===== src/rtl/gzrs_pkg.sv =====
package gzrs_pkg;

   // Field and register widths
   localparam int STEP_BITS      = 8;
   localparam int INDEX_BITS     = STEP_BITS + 1;
   localparam int TICK_BITS      = 16;
   localparam int OFS_BITS       = 12;
   localparam int FWD_BITS       = 20;
   localparam int LAT_BITS       = 13;
   localparam int MODE_BITS      = 2;
   localparam int MAX_STEPS      = 255;

   localparam int REQ_DATA_BITS  = 8;
   localparam int RSP_DATA_BITS  = 40;
   localparam int CSR_INDEX_BITS = 3;
   localparam int CSR_DATA_BITS  = 16;

   localparam logic [FWD_BITS-1:0] FWD_MAX = '1;

   // Support modes
   localparam logic [MODE_BITS-1:0] SUPPORT_DOUBLE_LEFT  = 2'd0;
   localparam logic [MODE_BITS-1:0] SUPPORT_DOUBLE_RIGHT = 2'd1;
   localparam logic [MODE_BITS-1:0] SUPPORT_SINGLE_LEFT  = 2'd2;
   localparam logic [MODE_BITS-1:0] SUPPORT_SINGLE_RIGHT = 2'd3;

   // Register indexes
   localparam logic [CSR_INDEX_BITS-1:0] CSR_SWAY_OFFSET    = 3'd0;
   localparam logic [CSR_INDEX_BITS-1:0] CSR_STRIDE_LENGTH  = 3'd1;
   localparam logic [CSR_INDEX_BITS-1:0] CSR_STARTUP_TICKS  = 3'd2;
   localparam logic [CSR_INDEX_BITS-1:0] CSR_DOUBLE_TICKS   = 3'd3;
   localparam logic [CSR_INDEX_BITS-1:0] CSR_SINGLE_TICKS   = 3'd4;
   localparam logic [CSR_INDEX_BITS-1:0] CSR_SHUTDOWN_TICKS = 3'd5;

   // Register reset values
   localparam logic [OFS_BITS-1:0]  SWAY_OFFSET_RST    = 12'd850;
   localparam logic [OFS_BITS-1:0]  STRIDE_LENGTH_RST  = 12'd1500;
   localparam logic [TICK_BITS-1:0] STARTUP_TICKS_RST  = 16'd200;
   localparam logic [TICK_BITS-1:0] DOUBLE_TICKS_RST   = 16'd20;
   localparam logic [TICK_BITS-1:0] SINGLE_TICKS_RST   = 16'd80;
   localparam logic [TICK_BITS-1:0] SHUTDOWN_TICKS_RST = 16'd200;

   typedef struct packed {
      logic [OFS_BITS-1:0]  sway_offset;
      logic [OFS_BITS-1:0]  stride_length;
      logic [TICK_BITS-1:0] startup_ticks;
      logic [TICK_BITS-1:0] double_ticks;
      logic [TICK_BITS-1:0] single_ticks;
      logic [TICK_BITS-1:0] shutdown_ticks;
   } cfg_type;

   typedef struct packed {
      logic                  walking;
      logic [INDEX_BITS-1:0] step_index;
      logic [STEP_BITS-1:0]  total_steps;
      logic                  in_single_phase;
      logic [TICK_BITS-1:0]  phase_ticks_left;
      logic [FWD_BITS-1:0]   forward_pos;
      logic [LAT_BITS-1:0]   lateral_pos;
      logic [MODE_BITS-1:0]  current_stance;
   } state_type;

   typedef struct packed {
      logic                 valid_res;
      logic [FWD_BITS-1:0]  zmp_forward;
      logic [LAT_BITS-1:0]  zmp_lateral;
      logic [MODE_BITS-1:0] support_mode;
      logic                 final_sample;
   } result_type;

endpackage


===== src/rtl/gait_zmp_reference_sequencer.sv =====
// Walking-gait ZMP reference sequencer.
// Request channel (req_*): tuser is the action (0 tick, 1 start a walk),
// tdata carries the footstep count used on a start. Every request returns
// exactly one response on rsp_*: tuser set when it carries a trajectory
// sample (forward and lateral ZMP in 0.1 mm, support mode), tlast set on the
// last sample of the walk. Starts and ticks while idle answer with an
// all-zero response.
// A request is taken every cycle while req_tready is high; the whole phase
// update, including a closed-form jump over any run of zero-length phases,
// sits between the walk state and the response register. That jump holds
// the one 8x12 multiplier of the path.
// When the receiver stalls, the response register holds its value and
// req_tready drops until it drains; a waiting response and a new request
// move in the same cycle when rsp_tready is high.
// The csr_* port takes a register write every cycle; unknown indexes drop.
// Write registers only between walks or while no request is outstanding.
// Reset is synchronous: registers return to their defaults, the walk state
// goes idle and the response register empties. No clearing pass is needed.
module gait_zmp_reference_sequencer (
   input  logic                                     clock,
   input  logic                                     reset,
   input  logic                                     req_tvalid,
   output logic                                     req_tready,
   input  logic [gzrs_pkg::REQ_DATA_BITS-1:0]       req_tdata,  // step_count[7:0]
   input  logic                                     req_tuser,  // action
   output logic                                     rsp_tvalid,
   input  logic                                     rsp_tready,
   // zmp_forward[19:0], zmp_lateral[32:20], support_mode[34:33], zero[39:35]
   output logic [gzrs_pkg::RSP_DATA_BITS-1:0]       rsp_tdata,
   output logic                                     rsp_tuser,  // valid_res
   output logic                                     rsp_tlast,  // final_sample
   input  logic                                     csr_valid,
   output logic                                     csr_ready,
   input  logic [gzrs_pkg::CSR_INDEX_BITS-1:0]      csr_index,
   input  logic [gzrs_pkg::CSR_DATA_BITS-1:0]       csr_data
);
   import gzrs_pkg::*;

   cfg_type    cfg_ff, cfg_in;
   state_type  state_ff, state_in;
   result_type res_ff, res_in;
   logic       rsp_valid_ff, rsp_valid_in;
   logic       req_take;
   state_type  step_nxt;
   result_type step_res;

   assign csr_ready  = 1'b1;
   assign req_tready = !rsp_valid_ff || rsp_tready;
   assign req_take   = req_tvalid && req_tready;

   gzrs_step u_step (
      .action     (req_tuser),
      .step_count (req_tdata[STEP_BITS-1:0]),
      .cfg        (cfg_ff),
      .cur        (state_ff),
      .nxt        (step_nxt),
      .res        (step_res)
   );

   // Register writes: drop any index outside the register list
   always_comb begin
      cfg_in = cfg_ff;
      if (csr_valid) begin
         unique case (csr_index)
            CSR_SWAY_OFFSET:    cfg_in.sway_offset    = csr_data[OFS_BITS-1:0];
            CSR_STRIDE_LENGTH:  cfg_in.stride_length  = csr_data[OFS_BITS-1:0];
            CSR_STARTUP_TICKS:  cfg_in.startup_ticks  = csr_data[TICK_BITS-1:0];
            CSR_DOUBLE_TICKS:   cfg_in.double_ticks   = csr_data[TICK_BITS-1:0];
            CSR_SINGLE_TICKS:   cfg_in.single_ticks   = csr_data[TICK_BITS-1:0];
            CSR_SHUTDOWN_TICKS: cfg_in.shutdown_ticks = csr_data[TICK_BITS-1:0];
            default:            cfg_in = cfg_ff;
         endcase
      end
   end

   // Advance the walk and load the response on each taken request
   assign state_in     = req_take ? step_nxt : state_ff;
   assign res_in       = req_take ? step_res : res_ff;
   assign rsp_valid_in = req_take ? 1'b1 : (rsp_valid_ff && !rsp_tready);

   always_ff @(posedge clock) begin
      if (reset) begin
         cfg_ff.sway_offset    <= SWAY_OFFSET_RST;
         cfg_ff.stride_length  <= STRIDE_LENGTH_RST;
         cfg_ff.startup_ticks  <= STARTUP_TICKS_RST;
         cfg_ff.double_ticks   <= DOUBLE_TICKS_RST;
         cfg_ff.single_ticks   <= SINGLE_TICKS_RST;
         cfg_ff.shutdown_ticks <= SHUTDOWN_TICKS_RST;
         state_ff              <= '0;
         rsp_valid_ff          <= 1'b0;
      end else begin
         cfg_ff       <= cfg_in;
         state_ff     <= state_in;
         rsp_valid_ff <= rsp_valid_in;
      end
   end

   // Response payload needs no reset
   always_ff @(posedge clock) begin
      res_ff <= res_in;
   end

   assign rsp_tvalid = rsp_valid_ff;
   assign rsp_tuser  = res_ff.valid_res;
   assign rsp_tlast  = res_ff.final_sample;
   assign rsp_tdata  = {{(RSP_DATA_BITS-FWD_BITS-LAT_BITS-MODE_BITS){1'b0}},
                        res_ff.support_mode, res_ff.zmp_lateral, res_ff.zmp_forward};

endmodule


===== src/rtl/gzrs_step.sv =====
module gzrs_step (
   input  logic                               action,
   input  logic [gzrs_pkg::STEP_BITS-1:0]     step_count,
   input  gzrs_pkg::cfg_type                  cfg,
   input  gzrs_pkg::state_type                cur,
   output gzrs_pkg::state_type                nxt,
   output gzrs_pkg::result_type               res
);
   import gzrs_pkg::*;

   // Phase search source: either a fresh start (start hold with no ticks) or
   // the phase that just ran out.
   logic [INDEX_BITS-1:0] adv_k;
   logic                  adv_single;
   logic [FWD_BITS-1:0]   adv_fwd;
   logic [LAT_BITS-1:0]   adv_lat;
   logic [MODE_BITS-1:0]  adv_stance;
   logic [STEP_BITS-1:0]  adv_n;
   logic [STEP_BITS-1:0]  count_sat;

   logic [INDEX_BITS-1:0] n_ext;
   logic [INDEX_BITS-1:0] nk;
   logic                  in_foot;
   logic                  next_is_foot;
   logic                  before_end;
   logic [OFS_BITS-1:0]   half_stride;
   logic [OFS_BITS-1:0]   add_one;
   logic [FWD_BITS:0]     fwd_one_sum;
   logic [FWD_BITS-1:0]   fwd_one;
   logic [STEP_BITS-1:0]  remain;
   logic                  first_left;
   logic [STEP_BITS-1:0]  full_cnt;
   logic [FWD_BITS-1:0]   full_prod;
   logic [OFS_BITS:0]     half_sum;
   logic [FWD_BITS:0]     run_sum;
   logic [FWD_BITS+1:0]   fwd_all_sum;
   logic [FWD_BITS-1:0]   fwd_all;
   logic [FWD_BITS-1:0]   end_fwd;
   logic [LAT_BITS-1:0]   sway_pos;
   logic [LAT_BITS-1:0]   lat_one;
   logic [MODE_BITS-1:0]  end_stance;
   state_type             adv_st;

   assign count_sat = (32'(step_count) > MAX_STEPS) ? STEP_BITS'(MAX_STEPS) : step_count;

   assign adv_k      = action ? '0 : cur.step_index;
   assign adv_single = action ? 1'b0 : cur.in_single_phase;
   assign adv_fwd    = action ? '0 : cur.forward_pos;
   assign adv_lat    = action ? '0 : cur.lateral_pos;
   assign adv_stance = action ? SUPPORT_DOUBLE_LEFT : cur.current_stance;
   assign adv_n      = action ? count_sat : cur.total_steps;

   assign n_ext        = {1'b0, adv_n};
   assign nk           = adv_k + INDEX_BITS'(1);
   assign in_foot      = !adv_single && (adv_k != '0) && (adv_k <= n_ext);
   assign next_is_foot = (nk <= n_ext);
   // The end hold itself has run out once the index is past the footsteps
   assign before_end   = (adv_k <= n_ext);

   // Entry into the next footstep
   assign half_stride = cfg.stride_length >> 1;
   assign add_one     = (nk == INDEX_BITS'(1) || nk == n_ext) ? half_stride
                                                              : cfg.stride_length;
   assign fwd_one_sum = {1'b0, adv_fwd} + (FWD_BITS+1)'(add_one);
   assign fwd_one     = fwd_one_sum[FWD_BITS] ? FWD_MAX : fwd_one_sum[FWD_BITS-1:0];

   // All remaining footsteps empty: sum their strides in closed form
   assign remain     = adv_n - adv_k[STEP_BITS-1:0];
   assign first_left = (adv_k == '0);
   assign full_cnt   = remain - (first_left ? STEP_BITS'(2) : STEP_BITS'(1));
   assign full_prod  = FWD_BITS'(full_cnt) * FWD_BITS'(cfg.stride_length);
   assign half_sum   = first_left ? {half_stride, 1'b0} : {1'b0, half_stride};
   assign run_sum    = (adv_n == STEP_BITS'(1)) ? (FWD_BITS+1)'(half_stride)
                       : (FWD_BITS+1)'(full_prod) + (FWD_BITS+1)'(half_sum);
   assign fwd_all_sum = {2'b00, adv_fwd} + {1'b0, run_sum};
   assign fwd_all     = (fwd_all_sum[FWD_BITS+1:FWD_BITS] != 2'b00) ? FWD_MAX
                                                            : fwd_all_sum[FWD_BITS-1:0];
   assign end_fwd     = next_is_foot ? fwd_all : adv_fwd;

   assign sway_pos   = {1'b0, cfg.sway_offset};
   assign lat_one    = nk[0] ? sway_pos : LAT_BITS'(0) - sway_pos;
   assign end_stance = adv_n[0] ? SUPPORT_DOUBLE_RIGHT : SUPPORT_DOUBLE_LEFT;

   // Find the next phase with at least one tick, or end the walk
   always_comb begin
      adv_st             = '0;
      adv_st.total_steps = adv_n;
      adv_st.walking     = 1'b1;
      if (in_foot && cfg.single_ticks != '0) begin
         adv_st.step_index       = adv_k;
         adv_st.in_single_phase  = 1'b1;
         adv_st.phase_ticks_left = cfg.single_ticks;
         adv_st.forward_pos      = adv_fwd;
         adv_st.lateral_pos      = adv_lat;
         adv_st.current_stance   = {1'b1, adv_stance[0]};
      end else if (next_is_foot && cfg.double_ticks != '0) begin
         adv_st.step_index       = nk;
         adv_st.phase_ticks_left = cfg.double_ticks;
         adv_st.forward_pos      = fwd_one;
         adv_st.lateral_pos      = lat_one;
         adv_st.current_stance   = nk[0] ? SUPPORT_DOUBLE_LEFT : SUPPORT_DOUBLE_RIGHT;
      end else if (next_is_foot && cfg.single_ticks != '0) begin
         adv_st.step_index       = nk;
         adv_st.in_single_phase  = 1'b1;
         adv_st.phase_ticks_left = cfg.single_ticks;
         adv_st.forward_pos      = fwd_one;
         adv_st.lateral_pos      = lat_one;
         adv_st.current_stance   = nk[0] ? SUPPORT_SINGLE_LEFT : SUPPORT_SINGLE_RIGHT;
      end else if (before_end && cfg.shutdown_ticks != '0) begin
         adv_st.step_index       = n_ext + INDEX_BITS'(1);
         adv_st.phase_ticks_left = cfg.shutdown_ticks;
         adv_st.forward_pos      = end_fwd;
         adv_st.current_stance   = end_stance;
      end else begin
         adv_st.walking          = 1'b0;
         adv_st.forward_pos      = end_fwd;
         adv_st.current_stance   = end_stance;
      end
   end

   always_comb begin
      nxt = cur;
      res = '0;
      if (action) begin
         if (cfg.startup_ticks != '0) begin
            nxt                  = '0;
            nxt.walking          = 1'b1;
            nxt.total_steps      = count_sat;
            nxt.phase_ticks_left = cfg.startup_ticks;
            nxt.current_stance   = SUPPORT_DOUBLE_LEFT;
         end else begin
            nxt = adv_st;
         end
      end else if (cur.walking) begin
         res.valid_res    = 1'b1;
         res.zmp_forward  = cur.forward_pos;
         res.zmp_lateral  = cur.lateral_pos;
         res.support_mode = cur.current_stance;
         if (cur.phase_ticks_left == TICK_BITS'(1)) begin
            nxt = adv_st;
         end else begin
            nxt.phase_ticks_left = cur.phase_ticks_left - TICK_BITS'(1);
         end
         res.final_sample = !nxt.walking;
      end
   end

endmodule


===== config.mk =====
export PLATFORM = sky130hd
export DESIGN_NAME = gait_zmp_reference_sequencer
export DESIGN_NICKNAME = d
export VERILOG_FILES = /design/src/rtl/gzrs_pkg.sv /design/src/rtl/gait_zmp_reference_sequencer.sv /design/src/rtl/gzrs_step.sv
export SDC_FILE = /design/constraint.sdc
export NUM_CORES = 1
export LEC_CHECK = 0
export BUFFER_PORTS_ARGS = -buffer_cell sky130_fd_sc_hd__buf_2
export CAP_MARGIN = 20
export CORE_ASPECT_RATIO = 1.4
export CORE_MARGIN = 4
export CORE_UTILIZATION = 45
export DETAILED_ROUTE_END_ITERATION = 8
export GPL_TIMING_DRIVEN = 0
export PLACE_DENSITY_LB_ADDON = 0.15
export SLEW_MARGIN = 20
export SYNTH_ARGS = -nofsm -noshare
export SYNTH_HDL_FRONTEND = slang
export SYNTH_SLANG_ARGS = --single-unit

===== constraint.sdc =====
create_clock -name clock -period 16.4 [get_ports clock]
set_input_delay 4.1 -clock clock [delete_from_list [all_inputs] [get_ports clock]]
set_output_delay 4.1 -clock clock [all_outputs]
set_load 0.05 [all_outputs]

# After elaboration in Yosys (flattened, before gate mapping)
# Index checks and enable logic that the tools add are counted.
# word_totals
register_bits,196
latchBits,0
ram_bits,0
romBits,0
inputBits,33
output_inout_bits,45
word_cells,118
mem_count,0
# op_classes
addsub,9
n_mul,1
n_div,0
n_lt_le_gt_ge,2
n_eq_ne,9
shift,0
muxes,43
bitwise_logic,1
reduce_logical,33
# op_table
op,count
70-bit 2-to-1 mux,3
20-bit 2-to-1 mux,4
16-bit nonzero test,4
19-bit 2-to-1 mux,3
52-bit 2-to-1 mux,1
51-bit 2-to-1 mux,1
9-bit 2-to-1 mux,5
13-bit 2-to-1 mux,3
37-bit 2-to-1 mux,1
36-bit 2-to-1 mux,1
35-bit 2-to-1 mux,1
16-bit 2-to-1 mux,2
12-bit 2-to-1 mux,2
20-bit by 21-bit adder with 22-bit output,1
20-bit by 12-bit adder with 21-bit output,1
20-bit by 13-bit adder with 21-bit output,1
21-bit 2-to-1 mux,1
8-bit by 12-bit multiplier with 20-bit output,1
9-bit by 8-bit less-or-equal comparator with 1-bit output,2
16-bit by 1-bit == test with 1-bit output (second input constant),1
16-bit by 1-bit subtractor with 16-bit output (second input constant),1
8-bit subtractor,2
2-bit AND reduction,7
1-bit by 12-bit subtractor with 13-bit output (first input constant),1
other kinds (21),48

# Longest topological paths before layout
# Gate-level depths: netlist of run 1.
# depth
ltp_word,19
ltp_mapped,45
mapped_depth_nobuf,41

# Hierarchy
# From an unflattened synthesis of run 1, not the netlist that was laid out.
# hier_totals
cells_unflattened,2141
area_unflattened_um2,17170.2
# modules_own_cells
module,n_inst,cells_each,area_each_um2,seq_area_each_um2
gzrs_step,1,1404,9848.2,0.0
gait_zmp_reference_sequencer,1,737,7322.0,4294.1

# Least setup slack after synthesis of run 1
# OpenSTA, ideal clock, no wires.
# synth_timing
kind,input-to-reg
startpoint,input port req_tuser
endpoint,register state_ff[17] (netlist bit)
setup_ns,0.120
arrival_ns,13.461
t_required_ns,16.280
path_slack_ns,2.819
path_stages,43
n_path_buf,7
path_cell_list,buf_4 buf_2 buf_4 nand2b_1 ha_1 inv_1 nor2_1 clkbuf_1 ha_1 fa_1 nor2b_1 o21ai_0 a21oi_1 o21a_1 nor2_1 xnor2_1 clkbuf_1 and2_1 (+7 left out) o21a_1 o211ai_1 nor2_1 a211o_1 a41o_1 nor2_1 xor2_1 nor2_1 ha_1 clkbuf_1 nand2_1 nand2_1 or4b_4 a311oi_4 mux2i_4 buf_6 nor3_1 o21ai_1
# synth_via
elab_chain_cells,17
word_cells_on_any_way,43
classes_between,add/sub (6); mul (1); order compare (2); eq/ne (3); mux (18); reduce/logical (13)
# synth_lines
item,line,rtl
"start, declared",gait_zmp_reference_sequencer.sv:25,"input logic req_tuser,"
branches (longest 17 deep; another with 20-bit by 21-bit adder with 22-bit output),--,
"end signal, assigned",gait_zmp_reference_sequencer.sv:93,state_ff <= state_in;
"end, declared",gait_zmp_reference_sequencer.sv:40,"state_type state_ff, state_in;"
# Several ways; the timed one is not identified. The select of a mux whose other input is x is not followed.
# A chain may end at the register's enable or synchronous reset.

# Worst setup path in the final report of run 1
# Same ends and word-level chain as after synthesis.

==> impl_metrics.toml, run 1 <==
[floorplan]
core_area_sq_um = 36010
initial_core_util_pct = 45.83
die_h_microns = 234.6
ioPinCount = 78
die_area_sq_um = 39850
die_width_microns = 169.9
rows = 82

[finish]
drive_gt1_share_pct = 7.750
nets = 2349
syn2layout_area_growth_pct = 9.590
diodes = 0
final_cell_area_sq_um = 18090

[routing]
drcViolationCount = 0
drt_wl_total_microns = 57180
vias = 15480
avgRoutedWirePerCell_microns = 21.96
vias_per_cell = 5.945
drtIter0Drc = 1047
ant_nets = 0
dr.pass1.iters = 8

[cts]
hold_buffers = 0
cts.reportedPaths.clkPinSlew_ps = 80
cts-root-buf = "clkbuf_16"
cts_sinks = 196
cts_inserted_buffers = 17
h-tree-depth = 4
cts_tree = "done"
cts_buffer_depth = 2
postCtsSetupRepairBufs = 0
clock_latency_ps = 470

[setup_path]
crit_type = "in -> reg"
cp-start-kind = "primary input"
critPathMaxStageDelay_ps = 580
reg2reg_slack_ps = 5130
critPathCaptureType = "register"
slowest_stage = "nor2_1"
path_common_cell = "fa_1"
arrival_ps = 15870
cp_num_buf_inv = 12
crit_fanout = 11
cpLargestDelayFamily = "adder cells"
required_ps = 16740

[place]
portBuffers = 68
place_hpwl_microns = 45820
place_congestion = 0.9910
dpl-instance-area_sq_um = 17470

[timing]
min_period_ps = 15530
slew_headroom_pct = 32.68
finalSetupTns_ps = 0
period_share_pct = 94.69
finalSetupViolations = 0
fmax_ghz = 0.06440
clock_skew_ps = 17.16
hold_viol = 0
maxSlewViolCount = 0
rsz0062_at_grt = "no"
tightest_slew_ps = 981.8

[worst_hold_path]
hp-class = "reg -> reg"

[logic_synthesis]
ys_ff_latch = 196
synth_top_area_share_pct = 19.29
ys.flop_type = "dfxtp_1"
synth_cell_types = 91
synth_area_leaders = "dfxtp_1 19%, fa_1 9.5%, ha_1 8.3%"
synth-edff-count = 37
avgSynthCellArea_sq_um = 8.102
synth_cells = 2037
async_flop_share_pct = 0
yosys_warnings = 0
netlist_area_sq_um = 16500
synth-seq-area-share_pct = 26.02
yosys.area.top_type = "dfxtp_1"

[global_route]
grt-ovfl-total = 0
grt_max_degree = 26
grt_pass1_wl_microns = 87530
antenna_found_initial = 0
grt_pass1_vias = 15470
grt_usage_pct = 28.18

[status]
status = "completed"

[power_and_ir_drop]
irDropWorstVdd_uv = 244.8
powerDensity_nw_per_um2 = 187.7
p_leak_nw = 7.523

[flow_run]
cap_viol_max_count = 0
stage by stage:
step / hold slack, ps / setup WS, ps / total power, mW / util (%) / std cells
after global routing: 458.5 / 295.8 / 3.664 / 50.23 / 2604
after global placement: 424.1 / 106.3 / 2.926 / 48.42 / 2571
after CTS: 445.6 / 602.5 / 3.408 / 50.21 / 2604
final: 444.7 / 870.8 / 3.396 / 50.23 / 2604
after floorplan: 411.8 / 2819 / 2.273 / - / 2041
after detailed placement: 435.5 / 107.6 / 2.951 / 48.50 / 2572
final timing paths:
kind                             start                   endpoint  cells past startpoint
max                          req_tuser  state_ff[17]$_SDFFE_PP0P_                     45
max reg2reg  state_ff[60]$_SDFFE_PP0P_  state_ff[17]$_SDFFE_PP0P_                     41
min reg2reg  state_ff[22]$_SDFFE_PP0P_  state_ff[22]$_SDFFE_PP0P_                      2
min          state_ff[22]$_SDFFE_PP0P_  state_ff[22]$_SDFFE_PP0P_                      2
area by class of cell:
cell class,count,area (sq um)
fillers,3624,17920
multi-input cells,1567,11130
flip-flops and latches,196,4294
well taps,462,578.1
inverters,152,570.5
plain buffers,126,535.5
clock buffers,17,425.4
repair buffers,69,367.9
clock inverters,15,188.9
power breakdown:
| group | total (mW) | leakage (nW) | switching, mW | internal, mW |
|---|---|---|---|---|
| Sequential | 0.516 | 1.66 | 0.0126 | 0.503 |
| Combinational | 2.45 | 5.58 | 1.56 | 0.890 |
| Clock | 0.434 | 0.282 | 0.227 | 0.207 |
| Total | 3.40 | 7.52 | 1.80 | 1.60 |
worst reg2reg max path: cells and delay by family (launching register included):
family / cells / cell delay (ps)
flip-flops: 1 / 370
multiplexers: 1 / 220
buffers and inverters: 8 / 1550
AND/OR/NAND/NOR: 10 / 2550
AO/OA/AOI/OAI: 11 / 2060
XOR/XNOR: 2 / 530
adder cells (fa/ha/maj): 9 / 3860
routing by layer:
| metal | vias to the layer above | GRT usage, % | part of all wire, % |
|---|---|---|---|
| li1 | 7306 | - | - |
| met1 | 7397 | 32.96 | 39 |
| met2 | 588 | 48.54 | 49 |
| met3 | 191 | 3.481 | 4.8 |
| met4 | 0 | 17.26 | 7.1 |
| met5 | - | 0 | 0 |
Yosys cell counts (31+ instances only):
cell / number
and2_1: 70
dfxtp_1: 159
inv_1: 152
nand4_1: 37
clkbuf_1: 95
mux2i_1: 33
xnor2_1: 42
nor3_1: 45
edfxtp_1: 37
nor4_1: 31
o21ai_0: 65
nand2_1: 291
nor2b_1: 41
a21oi_1: 132
fa_1: 78
nor2_1: 151
ha_1: 109
flip-flops by register name (all words and copies together), names as in the netlist:
name,count
state_ff,70
rsp_tvalid,1
rsp_tdata,35
rsp_tlast,1
cfg_ff,88
rsp_tuser,1
cell families (layout without fill, tap and decap cells):
| kind of cell | after synthesis | after routing | synth area share [%] |
|---|---|---|---|
| AO/OA/AOI/OAI | 454 | 454 | 18.79 |
| XOR/XNOR | 72 | 72 | 3.821 |
| adder cells (fa/ha/maj) | 187 | 187 | 17.72 |
| buffers and inverters | 278 | 379 | 6.686 |
| flip-flops | 196 | 196 | 26.02 |
| multiplexers | 44 | 44 | 2.820 |
| other | 2 | 6 | 0.04550 |
| AND/OR/NAND/NOR | 804 | 804 | 24.09 |
layout by cell type, fill, tap and decap left out, drive strengths merged, types with 13 or more instances in the layout:
master / n
a211oi: 15
a21o: 13
a21oi: 133
a22o: 14
a22oi: 29
a31oi: 19
and2: 70
buf: 100
clkbuf: 112
dfxtp: 159
edfxtp: 37
fa: 78
ha: 109
inv: 156
mux2i: 34
nand2: 291
nand2b: 28
nand3: 22
nand3b: 24
nand4: 37
nor2: 152
nor2b: 42
nor3: 47
nor4: 32
o211ai: 23
o21a: 20
o21ai: 77
o41ai: 17
xnor2: 42
xor2: 30
repair_timing:
| item | CTS | global route |
|---|---|---|
| setup endpoints to repair | 0 | 2 |
| gates resized for setup | 0 | 3 |
| endpoints found under the hold margin | 0 | 0 |
Note: power is estimated with default switching activity, not from simulation.
==> inputs of run 2 (changes only) <==
--- a/config.mk
+++ b/config.mk
@@ -9,7 +9,7 @@
 export CAP_MARGIN = 20
 export CORE_ASPECT_RATIO = 1.4
 export CORE_MARGIN = 4
-export CORE_UTILIZATION = 45
+export CORE_UTILIZATION = 35
 export DETAILED_ROUTE_END_ITERATION = 8
 export GPL_TIMING_DRIVEN = 0
 export PLACE_DENSITY_LB_ADDON = 0.15
==> run 2 against run 1 <==
  * Sequential share of layout area shrank 0.22 points
  * Sequential cell count did not move
  * Global-route usage decreased by 4.6 points
  * Worst hold slack about the same
==> impl_metrics.toml, run 2 (same netlist as run 1, synthesis figures left out) <==
[floorplan]
die_area_sq_um = 50740
initial_core_util_pct = 35.64
ioPinCount = 78
core_area_sq_um = 46310
die_width_microns = 191.5
die_h_microns = 264.9
rows = 93

[routing]
dr.pass1.iters = 8
vias = 15320
avgRoutedWirePerCell_microns = 21.83
drt_wl_total_microns = 60260
ant_nets = 0
vias_per_cell = 5.549
drcViolationCount = 0
drtIter0Drc = 994

[power_and_ir_drop]
irDropWorstVdd_uv = 204.4
p_leak_nw = 7.519
powerDensity_nw_per_um2 = 190.5

[global_route]
grt-ovfl-total = 0
met3_usage_pct = 2.529
grt_max_degree = 30
grt_use_met2_pct = 42.01
grt.busiest_layer = "met2"
grt_pass1_vias = 15300
antenna_found_initial = 1
grt_usage_pct = 23.56
gr-usage-met1_pct = 28.47
grt_pass1_wl_microns = 91750

[timing]
slew_headroom_pct = 25.59
hold_viol = 0
finalSetupTns_ps = 0
min_period_ps = 15690
period_share_pct = 95.70
fmax_ghz = 0.06371
finalSetupViolations = 0
tightest_slew_ps = 1114
maxSlewViolCount = 0
clock_skew_ps = 15.31
rsz0062_at_grt = "no"

[cts]
cts_tree = "done"
postCtsSetupRepairBufs = 0
cts.reportedPaths.clkPinSlew_ps = 80
h-tree-depth = 4
cts_sinks = 196
hold_buffers = 0
cts-root-buf = "clkbuf_16"
cts_resized = 0
cts_inserted_buffers = 17
cts_buffer_depth = 2
clock_latency_ps = 470

[setup_path]
cp-start-kind = "primary input"
ff2ff_path_depth = 42
arrival_ps = 16050
crit_cells = 46
crit_type = "in -> reg"
cpLargestDelayFamily = "adder cells"
crit_fanout = 11
cp_num_buf_inv = 13
slowest_stage = "clkbuf_1"
critPathMaxStageDelay_ps = 680
required_ps = 16750
critPathCaptureType = "register"

[finish]
largest_reg_flops = 88
final_core_util_pct = 39.43
final_cell_mix = "291 x nand2_1, 159 x dfxtp_1, 152 x inv_1, 151 x nor2_1, 132 x a21oi_1"
syn2layout_area_growth_pct = 10.64
nets = 2349
nFillCells = 4970
drive_gt1_share_pct = 7.610
top_register = "cfg_ff"
final_common_cell = "nand2_1"

[place]
place_congestion = 0.9349
place_hpwl_microns = 48250
portBuffers = 68

[status]
status = "completed"

[flow_run]
cap_viol_max_count = 0

[worst_hold_path]
hp-class = "reg -> reg"
hold_depth = 2
-- run 2: cell count changes in the layout (fill, tap and decap cells not counted), sizes merged --
cell | previous run | this run
clkbuf | 112 | 113
inv | 156 | 157
clkinvlp | 4 | 3
diode | 0 | 1
bufinv | 0 | 2
clkinv | 7 | 4
-- run 2: stage by stage --
step	std cells	power, mW	hold WS (ps)	setup slack, ps	cell area [sq um]
after floorplan	2041	2.273	411.8	2819	16520
after detailed placement	2727	3.046	436.3	-49.19	17650
after global placement	2726	3.015	421.5	3.375	17630
final	2760	3.478	444.5	705.0	18260
after CTS	2759	3.500	446.5	450.7	18250
after global routing	2759	3.746	468.6	23.72	18260
-- run 2: final timing paths --
kind	to	slack (ps)	startpoint
min	state_ff[21]$_SDFFE_PP0P_	440	state_ff[21]$_SDFFE_PP0P_
min reg2reg	state_ff[21]$_SDFFE_PP0P_	440	state_ff[21]$_SDFFE_PP0P_
max reg2reg	state_ff[26]$_SDFFE_PP0P_	5060	state_ff[60]$_SDFFE_PP0P_
max	state_ff[26]$_SDFFE_PP0P_	710	req_tuser
-- run 2: layout make-up --
type                       instances  area (sq um)  share of cell area, %
sequential                       196          4294                  23.52
timing repair buffer              69         360.3                  1.973
inverter                         152         570.5                  3.125
antenna                            1         2.502                0.01370
buffer                           126         534.3                  2.926
clock inverter                    14         170.2                 0.9319
clock buffer                      18         429.2                  2.350
multi-input combinational       1567         11130                  60.94
tap                              617         772.0                  4.228
-- run 2: where the power goes --
part	switching [mW]	internal [mW]	total (mW)
registers	0.0122	0.503	0.515
logic	1.62	0.890	2.51
clock network	0.219	0.230	0.450
total	1.86	1.62	3.48
-- run 2: tightest hold or removal path, cell delays in order (launching register included) --
cell and delay, ps:
dfxtp_1 310, nand2_1 50, o21ai_1 50
-- run 2: routing by layer --
layer | wire (microns) | part of all wire [%]
met3 | 2176 | 3.6
met2 | 30330 | 50
met5 | 0 | 0
met4 | 2879 | 4.8
met1 | 24880 | 41
==> inputs of run 3 (changes only) <==
--- a/config.mk
+++ b/config.mk
@@ -13,6 +13,7 @@
 export DETAILED_ROUTE_END_ITERATION = 8
 export GPL_TIMING_DRIVEN = 0
 export PLACE_DENSITY_LB_ADDON = 0.15
+export RECOVER_POWER = 25
 export SLEW_MARGIN = 20
 export SYNTH_ARGS = -nofsm -noshare
 export SYNTH_HDL_FRONTEND = slang
==> run 3 against run 2 <==
  * The flow now finishes with violations (max-capacitance violations, max-slew violations)
  * Via count down 0.22%
  * Final cell count unchanged
  * Critical path depth unchanged
  * Sequential cell count unchanged
  * Utilization down 0.12 points
  * Clock power about the same
  * Critical path type unchanged
  * Largest cell class unchanged
  * Highest routed layer unchanged
==> impl_metrics.toml, run 3 (same netlist as run 1, synthesis figures left out) <==
[status]
status = "finished with violations"
violations = "max-capacitance violations, max-slew violations"

[global_route]
grt-ovfl-total = 0
grt_pass1_vias = 15300
grt_pass1_wl_microns = 91750
antenna_found_initial = 1
grt_usage_pct = 23.56
grt_max_degree = 30

[setup_path]
arrival_ps = 16030
crit_fanout = 11
rr_startpoint = "state_ff[60]$_SDFFE_PP0P_"
required_ps = 16750
r2r-end = "state_ff[26]$_SDFFE_PP0P_"
critical_path.endpoint = "state_ff[26]$_SDFFE_PP0P_"
reg2reg_slack_ps = 5080
slowest_stage = "clkbuf_1"
cpLargestDelayFamily = "adder cells"
cp-start-kind = "primary input"
crit_cells = 46
critPathCaptureType = "register"
crit_type = "in -> reg"
ff2ff_path_depth = 42
worstSetupStartpoint = "req_tuser"
critPathMaxStageDelay_ps = 680
cp_num_buf_inv = 13

[cts]
cts_inserted_buffers = 17
hold_buffers = 0
h-tree-depth = 4
cts_buffer_depth = 2
cts_tree = "done"
cts-root-buf = "clkbuf_16"
cts_resized = 0
clock_latency_ps = 470
postCtsSetupRepairBufs = 0
cts.reportedPaths.clkPinSlew_ps = 80
cts_sinks = 196

[routing]
drcViolationCount = 0
drtIter0Drc = 982
ant_nets = 0
avgRoutedWirePerCell_microns = 21.84
dr.pass1.iters = 5
vias = 15280
drt_wl_total_microns = 60270
vias_per_cell = 5.537

[timing]
period_share_pct = 95.58
slew_headroom_pct = -5.448
tightest_slew_ps = 1582
finalSetupViolations = 0
min_period_ps = 15680
maxSlewViolCount = 30
rsz0062_at_grt = "no"
setup_ws_ps = 724.3
clock_skew_ps = 17.72
fmax_ghz = 0.06379
hold_viol = 0

[finish]
top_register = "cfg_ff"
final_core_util_pct = 39.31
multiInputGateArea_sq_um = 11130
drive_gt1_share_pct = 6.162
final_cell_mix = "291 x nand2_1, 159 x dfxtp_1, 152 x inv_1, 151 x nor2_1, 132 x a21oi_1"
final_cell_area_sq_um = 18210
nets = 2349
final_common_cell = "nand2_1"
syn2layout_area_growth_pct = 10.31
fin_cells = 2760
ff_latch_area_sq_um = 4294
largest_reg_flops = 88
nFillCells = 4981

[floorplan]
ioPinCount = 78
rows = 93
die_width_microns = 191.5
die_area_sq_um = 50740
die_h_microns = 264.9
core_area_sq_um = 46310
initial_core_util_pct = 35.64

[place]
place_congestion = 0.9349
dpl-instance-area_sq_um = 17650
place_ws_ps = -49.19
dp.cells = 2727
portBuffers = 68
place_hpwl_microns = 48250

[power_and_ir_drop]
irDropWorstVdd_uv = 205.7
powerDensity_nw_per_um2 = 190.6
p_leak_nw = 7.412

[worst_hold_path]
hold_depth = 2
hp-class = "reg -> reg"

[flow_run]
cap_viol_max_count = 1
==> run 3: routing by layer <==
layer	GRT usage [%]	up-vias	part of all wire [%]
met3	2.529	109	3.7
met2	42.01	434	50
li1	-	7305	-
met4	10.41	0	4.7
met1	28.47	7433	41
met5	0	-	0
==> run 3: cell type report <==
type                       instances  share of cell area, %
multi-input combinational       1567                  61.12
antenna                            1                0.01374
sequential                       196                  23.59
tap                              617                  4.240
inverter                         152                  3.134
timing repair buffer              69                  1.697
clock inverter                    14                 0.9346
buffer                           126                  2.921
clock buffer                      18                  2.357
==> run 3: worst register-to-register path, delay by kind of cell, from the launching register on <==
family	cells	cell delay [ps]
AOI/OAI and AO/OA	13	2520
adders and majority gates	9	3630
and+or+nand+nor	9	2390
xor gates and xnor gates	1	340
buffers and inverters	9	1780
DFF	1	350
muxes	1	220
==> run 3: worst min-delay path by stage <==
stage,startpoint,to
CTS,state_ff[21]$_SDFFE_PP0P_,state_ff[21]$_SDFFE_PP0P_
floorplan,state_ff[15]$_SDFFE_PP0P_,state_ff[15]$_SDFFE_PP0P_
global route,state_ff[19]$_SDFFE_PP0P_,state_ff[19]$_SDFFE_PP0P_
global placement,state_ff[15]$_SDFFE_PP0P_,state_ff[15]$_SDFFE_PP0P_
finish,state_ff[21]$_SDFFE_PP0P_,state_ff[21]$_SDFFE_PP0P_
detailed placement,state_ff[18]$_SDFFE_PP0P_,state_ff[18]$_SDFFE_PP0P_
==> run 3: power by group <==
part           internal (mW)  total [mW]  switching [mW]  leakage, nW
clock network          0.230       0.447           0.217        0.285
logic                  0.888        2.51            1.62         5.46
registers              0.503       0.515          0.0123         1.66
total                   1.62        3.47            1.85         7.41
==> run 3: stage by stage <==
stage	setup TNS, ps	hold WS, ps	total power, mW
after floorplan	0	411.8	2.273
after global placement	0	421.5	3.015
after detailed placement	-83.62	436.3	3.046
after CTS	0	446.5	3.500
after global routing	0	468.6	3.744
final	0	444.0	3.471
